`src/hw/rtl/ldfs_pkg.sv`:
```
`default_nettype none
package ldfs_pkg;

    // field index saturates here: past the fourth field
    localparam int unsigned FIELD_COUNT = 4;
    localparam int unsigned FIELD_W     = 3;
    localparam int unsigned OUT_FIELD_W = 2;

    typedef enum logic {
        PH_CAPTURE = 1'b0,
        PH_SCAN    = 1'b1
    } t_phase;

endpackage
`default_nettype wire

```
`src/hw/rtl/learned_delimiter_field_splitter.sv`:
```
// A result is queued when its byte is accepted, then registered at the output.
// Throughput: one byte per cycle unless the queue is full. A NUL byte gives the
// window bytes plus end marker, one result per cycle while the output is ready.
// A 2-word queue decouples byte intake from result output.
// Reset (synchronous, active low) returns to delimiter capture, empties the queue.
`default_nettype none
module learned_delimiter_field_splitter #(
    parameter int unsigned DELIM_LEN = 8
) (
    input  wire logic                             i_clk,
    input  wire logic                             i_rst_n,
    input  wire logic                             i_in_valid,
    output logic                                  o_in_ready,
    input  wire logic [7:0]                       i_in_byte,
    output logic                                  o_out_valid,
    input  wire logic                             i_out_ready,
    output logic [7:0]                            o_out_byte,
    output logic [ldfs_pkg::OUT_FIELD_W-1:0]      o_out_field,
    output logic                                  o_out_end,
    output logic                                  o_out_last
);
    import ldfs_pkg::*;

    localparam int unsigned CW = $clog2(DELIM_LEN + 1);
    localparam int unsigned QW = DELIM_LEN * 8 + CW + OUT_FIELD_W + 1;

    logic                        push, pop, q_full, q_valid;
    logic [DELIM_LEN-1:0][7:0]   c_bytes, q_bytes;
    logic [CW-1:0]               c_cnt, q_cnt;
    logic [OUT_FIELD_W-1:0]      c_field, q_field;
    logic                        c_end, q_end;
    logic [QW-1:0]               q_in, q_out;

    ldfs_front #(.DELIM_LEN(DELIM_LEN), .CW(CW)) u_front (
        .i_clk       (i_clk),
        .i_rst_n     (i_rst_n),
        .i_in_valid  (i_in_valid),
        .o_in_ready  (o_in_ready),
        .i_in_byte   (i_in_byte),
        .i_q_full    (q_full),
        .o_push      (push),
        .o_cmd_bytes (c_bytes),
        .o_cmd_cnt   (c_cnt),
        .o_cmd_field (c_field),
        .o_cmd_end   (c_end)
    );

    assign q_in = {c_bytes, c_cnt, c_field, c_end};
    assign {q_bytes, q_cnt, q_field, q_end} = q_out;

    ldfs_queue #(.W(QW)) u_queue (
        .i_clk   (i_clk),
        .i_rst_n (i_rst_n),
        .i_push  (push),
        .i_data  (q_in),
        .o_full  (q_full),
        .i_pop   (pop),
        .o_valid (q_valid),
        .o_data  (q_out)
    );

    ldfs_back #(.DELIM_LEN(DELIM_LEN), .CW(CW)) u_back (
        .i_clk       (i_clk),
        .i_rst_n     (i_rst_n),
        .i_q_valid   (q_valid),
        .i_q_bytes   (q_bytes),
        .i_q_cnt     (q_cnt),
        .i_q_field   (q_field),
        .i_q_end     (q_end),
        .o_pop       (pop),
        .o_out_valid (o_out_valid),
        .i_out_ready (i_out_ready),
        .o_out_byte  (o_out_byte),
        .o_out_field (o_out_field),
        .o_out_end   (o_out_end),
        .o_out_last  (o_out_last)
    );

endmodule
`default_nettype wire

```
`src/hw/rtl/ldfs_front.sv`:
```
`default_nettype none
module ldfs_front #(
    parameter int unsigned DELIM_LEN = 8,
    parameter int unsigned CW        = 4
) (
    input  wire logic                                  i_clk,
    input  wire logic                                  i_rst_n,
    input  wire logic                                  i_in_valid,
    output logic                                       o_in_ready,
    input  wire logic [7:0]                            i_in_byte,
    input  wire logic                                  i_q_full,
    output logic                                       o_push,
    output logic [DELIM_LEN-1:0][7:0]                  o_cmd_bytes,
    output logic [CW-1:0]                              o_cmd_cnt,
    output logic [ldfs_pkg::OUT_FIELD_W-1:0]           o_cmd_field,
    output logic                                       o_cmd_end
);
    import ldfs_pkg::*;

    t_phase                      r_phase, n_phase;
    logic [CW-1:0]               r_cap, n_cap;
    logic [CW-1:0]               r_fill, n_fill;
    logic [FIELD_W-1:0]          r_field, n_field;
    logic [DELIM_LEN-1:0][7:0]   r_delim, n_delim;
    logic [DELIM_LEN-1:0][7:0]   r_win, n_win;
    logic [DELIM_LEN-1:0][7:0]   cand;
    logic                        accept;
    logic                        in_field;
    logic                        full;
    logic                        match;

    assign o_in_ready = !i_q_full;
    assign accept     = i_in_valid && !i_q_full;
    assign in_field   = (r_field < FIELD_W'(FIELD_COUNT));
    assign full       = (r_fill == CW'(DELIM_LEN - 1));

    // window with the new byte appended at the fill point
    always_comb begin
        for (int i = 0; i < DELIM_LEN; i++) begin
            cand[i] = (r_fill == CW'(i)) ? i_in_byte : r_win[i];
        end
    end

    assign match = (cand == r_delim);

    always_comb begin
        n_phase     = r_phase;
        n_cap       = r_cap;
        n_fill      = r_fill;
        n_field     = r_field;
        n_delim     = r_delim;
        n_win       = r_win;
        o_push      = 1'b0;
        o_cmd_bytes = r_win;
        o_cmd_cnt   = '0;
        o_cmd_field = r_field[OUT_FIELD_W-1:0];
        o_cmd_end   = 1'b0;
        if (accept) begin
            if (i_in_byte == 8'd0) begin
                // flush window, then end marker; restart capture
                o_push    = 1'b1;
                o_cmd_end = 1'b1;
                if (r_phase == PH_SCAN && in_field) begin
                    o_cmd_cnt = r_fill;
                end
                n_phase = PH_CAPTURE;
                n_cap   = '0;
                n_fill  = '0;
                n_field = '0;
            end else if (r_phase == PH_CAPTURE) begin
                for (int i = 0; i < DELIM_LEN; i++) begin
                    if (r_cap == CW'(i)) begin
                        n_delim[i] = i_in_byte;
                    end
                end
                n_cap = r_cap + CW'(1);
                if (r_cap == CW'(DELIM_LEN - 1)) begin
                    n_phase = PH_SCAN;
                end
            end else if (full) begin
                if (match) begin
                    n_fill = '0;
                    if (in_field) begin
                        n_field = r_field + FIELD_W'(1);
                    end
                end else begin
                    if (in_field) begin
                        o_push         = 1'b1;
                        o_cmd_bytes[0] = cand[0];
                        o_cmd_cnt      = CW'(1);
                    end
                    for (int i = 0; i < DELIM_LEN - 1; i++) begin
                        n_win[i] = cand[i+1];
                    end
                end
            end else begin
                n_win  = cand;
                n_fill = r_fill + CW'(1);
            end
        end
    end

    always_ff @(posedge i_clk) begin
        if (!i_rst_n) begin
            r_phase <= PH_CAPTURE;
            r_cap   <= '0;
            r_fill  <= '0;
            r_field <= '0;
        end else begin
            r_phase <= n_phase;
            r_cap   <= n_cap;
            r_fill  <= n_fill;
            r_field <= n_field;
        end
    end

    always_ff @(posedge i_clk) begin
        r_delim <= n_delim;
        r_win   <= n_win;
    end

endmodule
`default_nettype wire

```
`src/hw/rtl/ldfs_queue.sv`:
```
`default_nettype none
module ldfs_queue #(
    parameter int unsigned W = 16
) (
    input  wire logic         i_clk,
    input  wire logic         i_rst_n,
    input  wire logic         i_push,
    input  wire logic [W-1:0] i_data,
    output logic              o_full,
    input  wire logic         i_pop,
    output logic              o_valid,
    output logic [W-1:0]      o_data
);
    import ldfs_pkg::*;

    logic [W-1:0] r_mem [2];
    logic         r_wp, r_rp;
    logic [1:0]   r_cnt;

    assign o_full  = (r_cnt == 2'd2);
    assign o_valid = (r_cnt != 2'd0);
    assign o_data  = r_mem[r_rp];

    always_ff @(posedge i_clk) begin
        if (i_push) begin
            r_mem[r_wp] <= i_data;
        end
    end

    always_ff @(posedge i_clk) begin
        if (!i_rst_n) begin
            r_wp  <= 1'b0;
            r_rp  <= 1'b0;
            r_cnt <= '0;
        end else begin
            if (i_push) begin
                r_wp <= !r_wp;
            end
            if (i_pop) begin
                r_rp <= !r_rp;
            end
            r_cnt <= r_cnt + 2'(i_push) - 2'(i_pop);
        end
    end

endmodule
`default_nettype wire

```
`src/hw/rtl/ldfs_back.sv`:
```
`default_nettype none
module ldfs_back #(
    parameter int unsigned DELIM_LEN = 8,
    parameter int unsigned CW        = 4
) (
    input  wire logic                                  i_clk,
    input  wire logic                                  i_rst_n,
    input  wire logic                                  i_q_valid,
    input  wire logic [DELIM_LEN-1:0][7:0]             i_q_bytes,
    input  wire logic [CW-1:0]                         i_q_cnt,
    input  wire logic [ldfs_pkg::OUT_FIELD_W-1:0]      i_q_field,
    input  wire logic                                  i_q_end,
    output logic                                       o_pop,
    output logic                                       o_out_valid,
    input  wire logic                                  i_out_ready,
    output logic [7:0]                                 o_out_byte,
    output logic [ldfs_pkg::OUT_FIELD_W-1:0]           o_out_field,
    output logic                                       o_out_end,
    output logic                                       o_out_last
);
    import ldfs_pkg::*;

    logic                    r_ov;
    logic [CW-1:0]           r_k;
    logic [7:0]              r_byte;
    logic [OUT_FIELD_W-1:0]  r_field;
    logic                    r_end, r_last;
    logic [7:0]              sel;
    logic                    load, take, is_byte, last;
    logic [CW:0]             total;

    always_comb begin
        sel = 8'd0;
        for (int i = 0; i < DELIM_LEN; i++) begin
            if (r_k == CW'(i)) begin
                sel = i_q_bytes[i];
            end
        end
    end

    // results of the head word: cnt bytes, then the end marker if flagged
    assign total   = {1'b0, i_q_cnt} + (CW+1)'(i_q_end);
    assign is_byte = (r_k < i_q_cnt);
    assign last    = ({1'b0, r_k} + (CW+1)'(1) == total);
    assign load    = !r_ov || i_out_ready;
    assign take    = load && i_q_valid;
    assign o_pop   = take && last;

    always_ff @(posedge i_clk) begin
        if (!i_rst_n) begin
            r_ov <= 1'b0;
            r_k  <= '0;
        end else if (take) begin
            r_ov <= 1'b1;
            r_k  <= last ? '0 : r_k + CW'(1);
        end else if (i_out_ready) begin
            r_ov <= 1'b0;
        end
    end

    always_ff @(posedge i_clk) begin
        if (take) begin
            r_byte  <= is_byte ? sel : 8'd0;
            r_field <= is_byte ? i_q_field : '0;
            r_end   <= !is_byte;
            r_last  <= last;
        end
    end

    assign o_out_valid = r_ov;
    assign o_out_byte  = r_byte;
    assign o_out_field = r_field;
    assign o_out_end   = r_end;
    assign o_out_last  = r_last;

endmodule
`default_nettype wire
```
`config.mk`:
```
export PLATFORM = sky130hd
export DESIGN_NAME = learned_delimiter_field_splitter
export DESIGN_NICKNAME = d
export VERILOG_FILES = /design/src/hw/rtl/ldfs_pkg.sv /design/src/hw/rtl/learned_delimiter_field_splitter.sv /design/src/hw/rtl/ldfs_front.sv /design/src/hw/rtl/ldfs_queue.sv /design/src/hw/rtl/ldfs_back.sv
export SDC_FILE = /design/constraint.sdc
export NUM_CORES = 1
export LEC_CHECK = 0
export ABC_AREA = 0
export BUFFER_PORTS_ARGS = -buffer_cell sky130_fd_sc_hd__buf_4
export CAP_MARGIN = 10
export CORE_MARGIN = 1
export CORE_UTILIZATION = 57
export CTS_BUF_LIST = sky130_fd_sc_hd__clkbuf_16
export DETAILED_ROUTE_END_ITERATION = 10
export PLACE_DENSITY = 0.76
export SLEW_MARGIN = 15
export SYNTH_ARGS = -nofsm -noshare
export SYNTH_HDL_FRONTEND = slang
export SYNTH_SLANG_ARGS = --single-unit
```
`constraint.sdc`:
```
create_clock -name i_clk -period 8 [get_ports i_clk]
set_clock_uncertainty 0.1 [all_clocks]
set_input_delay 1.6 -clock i_clk [delete_from_list [all_inputs] [get_ports i_clk]]
set_output_delay 1.6 -clock i_clk [all_outputs]
set_load 0.005 [all_outputs]
```
# After elaboration in Yosys (flattened, before gate mapping)
# Memories as Yosys holds them, arrays and structs flattened. A register that Yosys moved wholly into a read port is not among the register bits.
# Index checks and enable logic that the tools add are counted.
# classes
addsub	8
order_cmp	2
n_eq_ne	27
muxes	60
n_bitwise	3
n_reduce_logical	33
# op_table
cell	n
$mux 8	22
$mux 56	2
$eq 64x64->1	1
$mux 4	13
$eq 4x3->1 const B	12
$reduce_and 4->1	10
$eq 4x2->1 const B	6
$mux 1	18
$mux 3	5
$add 4x1->4 const B	3
$eq 4x1->1 const B	3
$logic_not 4->1	3
$reduce_bool 2->1	6
$logic_not 8->1	1
$add 4x1->5	1
$add 4x1->5 const B	1
$eq 5x5->1	1
$logic_not 1->1	5
$reduce_and 5->1	1
$logic_and 1x1->1	4
$lt 4x4->1	1
$ne 2x2->1 const B	2
$add 3x1->3 const B	1
$lt 3x3->1 const B	1
8 further kinds	10
# word_totals
regBits	161
ramBits	142
inputBits	12
output_inout_bits	14
word_cells	163
memories	1
# mem_list
name	depth	word_bits	rd	rd_ports_with_merged_regs	wr	line_no	rtl
u_queue.r_mem	2	71	1	1	1	ldfs_queue.sv:16	logic [W-1:0] r_mem [2];

# Logic depth before layout (Yosys ltp)
# depth
ltp_word	10
depth_mapped	20
mapped_depth_nobuf	15

# Cells and area by module
# Synthesis repeated with hierarchy kept, for this count alone.
# unflattened
hier_cells	1270
area_unflattened_um2	15741.3
# by_module_without_submodules
module	n_inst	cells_per_inst	area_per_inst_um2	seq_area_each_um2
ldfs_front	1	809	8244.2	4083.9
ldfs_queue	1	242	5705.5	4364.2
ldfs_back	1	219	1791.7	460.4

# Worst setup path before layout
# No wires, ideal clock.
# synth_path
kind	in2reg
startpoint	in i_in_byte[0]
endpoint	reg u_front.r_win (netlist bit u_front.o_cmd_bytes[10]) (enable)
setup_ns	0.554
t_arrival_ns	6.896
t_required_ns	7.346
path_slack_ns	0.450
path_stages	9
path_buffers	2
cell_sequence	clkbuf_1 clkbuf_1 xor2_1 a221oi_1 a21oi_1 a21oi_1 nand3_1 nor4_1 a211oi_1
# synth_between
elab_chain_cells	4
elab_cells_between_ends	13
cone_classes	eq/ne: 2; mux: 8; bitwise: 1; reduce/logical: 2
# synth_lines
element	line_no	rtl
start: declaration	learned_delimiter_field_splitter.sv:14	input wire logic [7:0] i_in_byte,
$mux 8	ldfs_front.sv:40	cand[i] = (r_fill == CW'(i)) ? i_in_byte : r_win[i];
$eq 64x64->1	ldfs_front.sv:44	assign match = (cand == r_delim);
$ne 2x2->1 (no line)	-	
$reduce_and 4->1 (no line) *	-	
end signal: assignment	ldfs_front.sv:119	r_win <= n_win;
end: declaration	ldfs_front.sv:25	logic [DELIM_LEN-1:0][7:0] r_win, n_win;
# Every way passes the cells marked *; elsewhere a longest branch is shown, timed or not.
# A chain may end at the register's enable or synchronous reset.

# Worst setup path in the final report
# layout_path
startpoint	reg u_front.r_fill[2]
endpoint	mem u_queue.r_mem[1][52] in the netlist's numbering (enable)
# layout_between
elab_chain_cells	10
elab_cells_between_ends	24
cone_classes	eq/ne: 8; mux: 15; reduce/logical: 1
# layout_lines
element	line_no	rtl
start: declaration	ldfs_front.sv:22	logic [CW-1:0] r_fill, n_fill;
start signal: assignment	ldfs_front.sv:112	r_fill <= n_fill;
$eq 4x1->1 (tied with other cells)	ldfs_front.sv:40	
$mux 8	ldfs_front.sv:40	
$eq 64x64->1	ldfs_front.sv:44	
$mux 1	ldfs_front.sv:81	if (match) begin
$mux 1 *	ldfs_front.sv:80	end else if (full) begin
$mux 1 *	ldfs_front.sv:70	end else if (r_phase == PH_CAPTURE) begin
$mux 1 *	ldfs_front.sv:59	if (i_in_byte == 8'd0) begin
$mux 1 *	ldfs_front.sv:58	if (accept) begin
$mux 1 *	ldfs_queue.sv:25	if (i_push) begin
$mux 1 (implied by the code) *	ldfs_queue.sv:26	r_mem[r_wp] <= i_data;
end: declaration	ldfs_queue.sv:16	
# Marked as above.

==> impl_metrics.env <==
export IMPL_synthArstFlopShare_pct=0
export IMPL_start_util_pct=58.39
export IMPL_number_of_cells_on_the_worst_hold_path=2
export IMPL_end_kind="register"
export IMPL_synthesis_area_sq_mm=0.01428
export IMPL_detailedPlacementHpwl_um=27320
export IMPL_grt_overflow_total=0
export IMPL_post_cts_setup_buffer_count=0
export IMPL_reg2regPathDepth=10
export IMPL_total_of_flip_flops_plus_latches_after_synthesis=304
export IMPL_worst_path_bufs_invs=2
export IMPL_postcts_resize_cnt=0
export IMPL_h_tree_depth=1
export IMPL_cp_slowest_stage_delay_ns=0.83
export IMPL_final_setup_viol_count=0
export IMPL_avgViaCountPerCell=6.421
export IMPL_intPower_uw=2550
export IMPL_slowest_stage="nor4_1"
export IMPL_dr_wl_met3_um=2635
export IMPL_fin_crit_ns=5.385
export IMPL_syn_num_nets=1150
export IMPL_clock_power_share_pct=43.9
export IMPL_io_buffer_count=25
export IMPL_met2_routed_wirelength_um=17980
export IMPL_post_route_wl_um=38850
export IMPL_ff_latch_area_sq_mm=0.008912
export IMPL_hp_class="register to register"
export IMPL_slew_limit_headroom_pct=22.85
export IMPL_power_share_switching_pct=20.39
export IMPL_combinationalPowerShare_pct=2.0
export IMPL_final_layout_size_suffix_gt1_share_pct=9.869
export IMPL_antenna_violating_nets_post_route=0
export IMPL_cts_buffers_inserted=31
export IMPL_synth_top_area_share_pct=59.29
export IMPL_outcome="complete, no violations"
export IMPL_first_global_vias=8839
export IMPL_top_layer_used="met4"
export IMPL_clockBufferDepth=3
export IMPL_drt_initial_drc_count=1175
export IMPL_kind_of_cell_with_the_highest_combined_delay_on_the_critical_path="simple AND/OR/NAND/NOR gates"
export IMPL_routedLengthMet1_um=16760
export IMPL_clock_tree_from_tritoncts="yes"
export IMPL_period_share_pct=67.31
export IMPL_dieHeight_um=160.3
export IMPL_net_count_reported_at_finish=1152
export IMPL_cell_types_occupying_the_most_area_after_synthesis="edfxtp_1 59%, mux2i_1 6.9%, dfxtp_1 3.1%, nand2_1 2.3%, xnor2_1 2.1%"
export IMPL_dominantRegCellSynth="edfxtp_1"
export IMPL_yosysUniqueCellTypes=71
export IMPL_core_sq_mm=0.02446
export IMPL_crit_path_max_fanout=71
export IMPL_cts_sink_count=304
export IMPL_total_leakage_power_uw=0.005184
export IMPL_via_count=9432
export IMPL_dr_pass1_iters=5
export IMPL_post_detailed_route_wirelength_per_cell_um=26.44
export IMPL_crit_start="u_front.r_fill[2]$_SDFFE_PN0P_"
export IMPL_seq_power_share_pct=54.1
export IMPL_critical_path_cell_count=10
export IMPL_r2r_start="u_front.r_fill[2]$_SDFFE_PN0P_"
export IMPL_final_util_pct=64.16
export IMPL_grt_max_degree=72
export IMPL_netlist_top_cell_by_area="edfxtp_1"
export IMPL_power_density_mw_per_mm2=204.1
export IMPL_clk_root_buffer_cell="clkbuf_16"
export IMPL_clock_transition_time_at_the_flip_flop_clock_pins_of_the_worst_setup_and_hold_paths_ns=0.06
export IMPL_cts_hold_buffers_added=0
export IMPL_synth_warnings=0
export IMPL_switchingPower_uw=653.1
export IMPL_report_final_hold_viol_count=0
export IMPL_final_fill_count=1796
export IMPL_grt_usage_pct=30.85
export IMPL_vdd_drop_max_mv=0.1776
export IMPL_dieArea_sq_mm=0.02569
export IMPL_dp_cells=1411
export IMPL_total_power_uw=3203
export IMPL_timing_final_max_slew_violations=0
export IMPL_postPlaceCellArea_sq_mm=0.01469
export IMPL_worst_ep_required_time_ns=8.09
export IMPL_worst_skew_pair_late_latency_ns=0.58
export IMPL_floorplan_io_pins=26
export IMPL_hold_path_startpoint="u_front.r_field[2]$_SDFFE_PN0P_"
export IMPL_place_congestion=0.9833
export IMPL_grt_pass1_wl_um=57880
export IMPL_n_antenna_cell=0
export IMPL_timing_max_cap_violations=0
export IMPL_postSynthCellCount=1118
export IMPL_syn_avg_cell_area_sq_um=12.77
export IMPL_transition_time_of_the_tightest_slew_check_pin_ns=1.155
export IMPL_synth_to_final_area_change_pct=9.891
export IMPL_final_setup_tns_ns=0
export IMPL_worst_endpoint_arrival_ns=5.48
export IMPL_fmaxAchievable_mhz=185.7
export IMPL_cell_area_after_layout_sq_mm=0.01570
export IMPL_crit_chain="nand3b_1, buf_4, mux2i_1, o221ai_1, nor4_1, nand4_1, nor4_1, o41ai_1, and2_2, buf_4"
export IMPL_instances_no_fill=1469
export IMPL_synth_seq_area_share_pct=62.37
export IMPL_die_width_um=160.3
export IMPL_grt_setup_unrepaired="no"
export IMPL_grt_antenna_before_repair=0
export IMPL_multi_input_area_sq_mm=0.004932
export IMPL_timing_worst_setup_path_type="register to register"
export IMPL_rows=57
export IMPL_drt_drc_violations_left=0
export IMPL_start_kind="register"
export IMPL_synth_edf_count=282
[worst paths after layout]
kind | to | slack (ns)
worst max register to register | u_queue.r_mem[1][52]$_DFFE_PP_ | 2.62
worst max-delay path | u_queue.r_mem[1][52]$_DFFE_PP_ | 2.62
worst min-delay path | u_front.r_field[2]$_SDFFE_PN0P_ | 0.34
worst min register to register | u_front.r_field[2]$_SDFFE_PN0P_ | 0.34
[area by class of cell]
class	instances	area share [%]
Clock buffer	31	4.943
Clock inverter	27	1.467
Inverter	47	1.124
Multi-Input combinational cell	701	31.43
Sequential cell	304	56.78
Tap cell	324	2.583
Timing Repair Buffer	35	1.674
[worst reg2reg max path, cell delays in order (launching register included)]
cell and delay (ns):
dfxtp_1 0.71, nand3b_1 0.64, buf_4 0.45, mux2i_1 0.45, o221ai_1 0.18, nor4_1 0.39
nand4_1 0.26, nor4_1 0.83, o41ai_1 0.29, and2_2 0.27, buf_4 0.36
[routing by layer]
| metal | vias to the layer above | GRT usage, % |
|---|---|---|
| met5 | - | 0 |
| met4 | 0 | 10.48 |
| met3 | 80 | 3.487 |
| met2 | 458 | 48.06 |
| met1 | 4665 | 45.37 |
| li1 | 4229 | - |
[power by group through the flow]
| stage | Clock [uW] | Sequential [uW] | Combinational, uW |
|---|---|---|---|
| final | 1400 | 1730 | 64.9 |
| after global routing | 1480 | 1730 | 70.4 |
| after CTS | 1420 | 1730 | 64.2 |
| after detailed placement | 0 | 1770 | 63.9 |
| after global placement | 0 | 1770 | 62.9 |
| after floorplan | 0 | 1760 | 37.4 |
[metrics by stage]
stage	worst slack, ns	hold WS [ns]
after global routing	2.284	0.3604
final	2.615	0.3388
after floorplan	0.4501	0.3202
after global placement	2.543	0.3300
after CTS	2.679	0.3410
after detailed placement	2.474	0.3321
[cells in the final DEF, fill, tap and decap left out, types with 21 or more instances in the layout]
cell and instances:
a21oi_1 34, buf_4 35, clkbuf_16 31, dfxtp_1 21, edfxtp_1 282, inv_1 56
mux2i_1 99, nand2_1 88, nor2_1 79, o21ai_0 21, o22ai_1 44, xnor2_1 35
xor2_1 24
[Yosys cell counts, types with 17 or more instances]
library cell	n
nor2b_1	17
xor2_1	24
mux2i_1	99
xnor2_1	35
inv_1	47
o21ai_0	21
ha_1	20
dfxtp_1	22
a21oi_1	34
and2_1	21
nand2_1	88
edfxtp_1	282
nor2_1	79
o22ai_1	44
clkbuf_1	40
[sequential cells by signal, indices dropped and copies added (netlist names), 4 cells and up, named ones only]
| name | flops |
|---|---|
| u_front.r_cap | 4 |
| u_front.r_delim | 64 |
| u_front.o_cmd_bytes | 56 |
| u_back.o_out_byte | 8 |
| u_queue.r_mem | 142 |
| u_front.r_fill | 4 |
| u_back.r_k | 4 |
| u_front.r_win | 8 |
[cells by family (layout without fill, tap and decap cells)]
logic type | Yosys count | after routing | share of synthesized area (%)
AO/OA/AOI/OAI | 217 | 217 | 10.74
XOR/XNOR | 59 | 59 | 3.618
adder cells (fa/ha/maj) | 20 | 20 | 1.752
buffers and inverters | 113 | 140 | 3.276
flip-flops | 304 | 304 | 62.37
multiplexers | 116 | 116 | 8.357
AND/OR/NAND/NOR | 289 | 289 | 9.882
(Power assumes the default switching activity.)
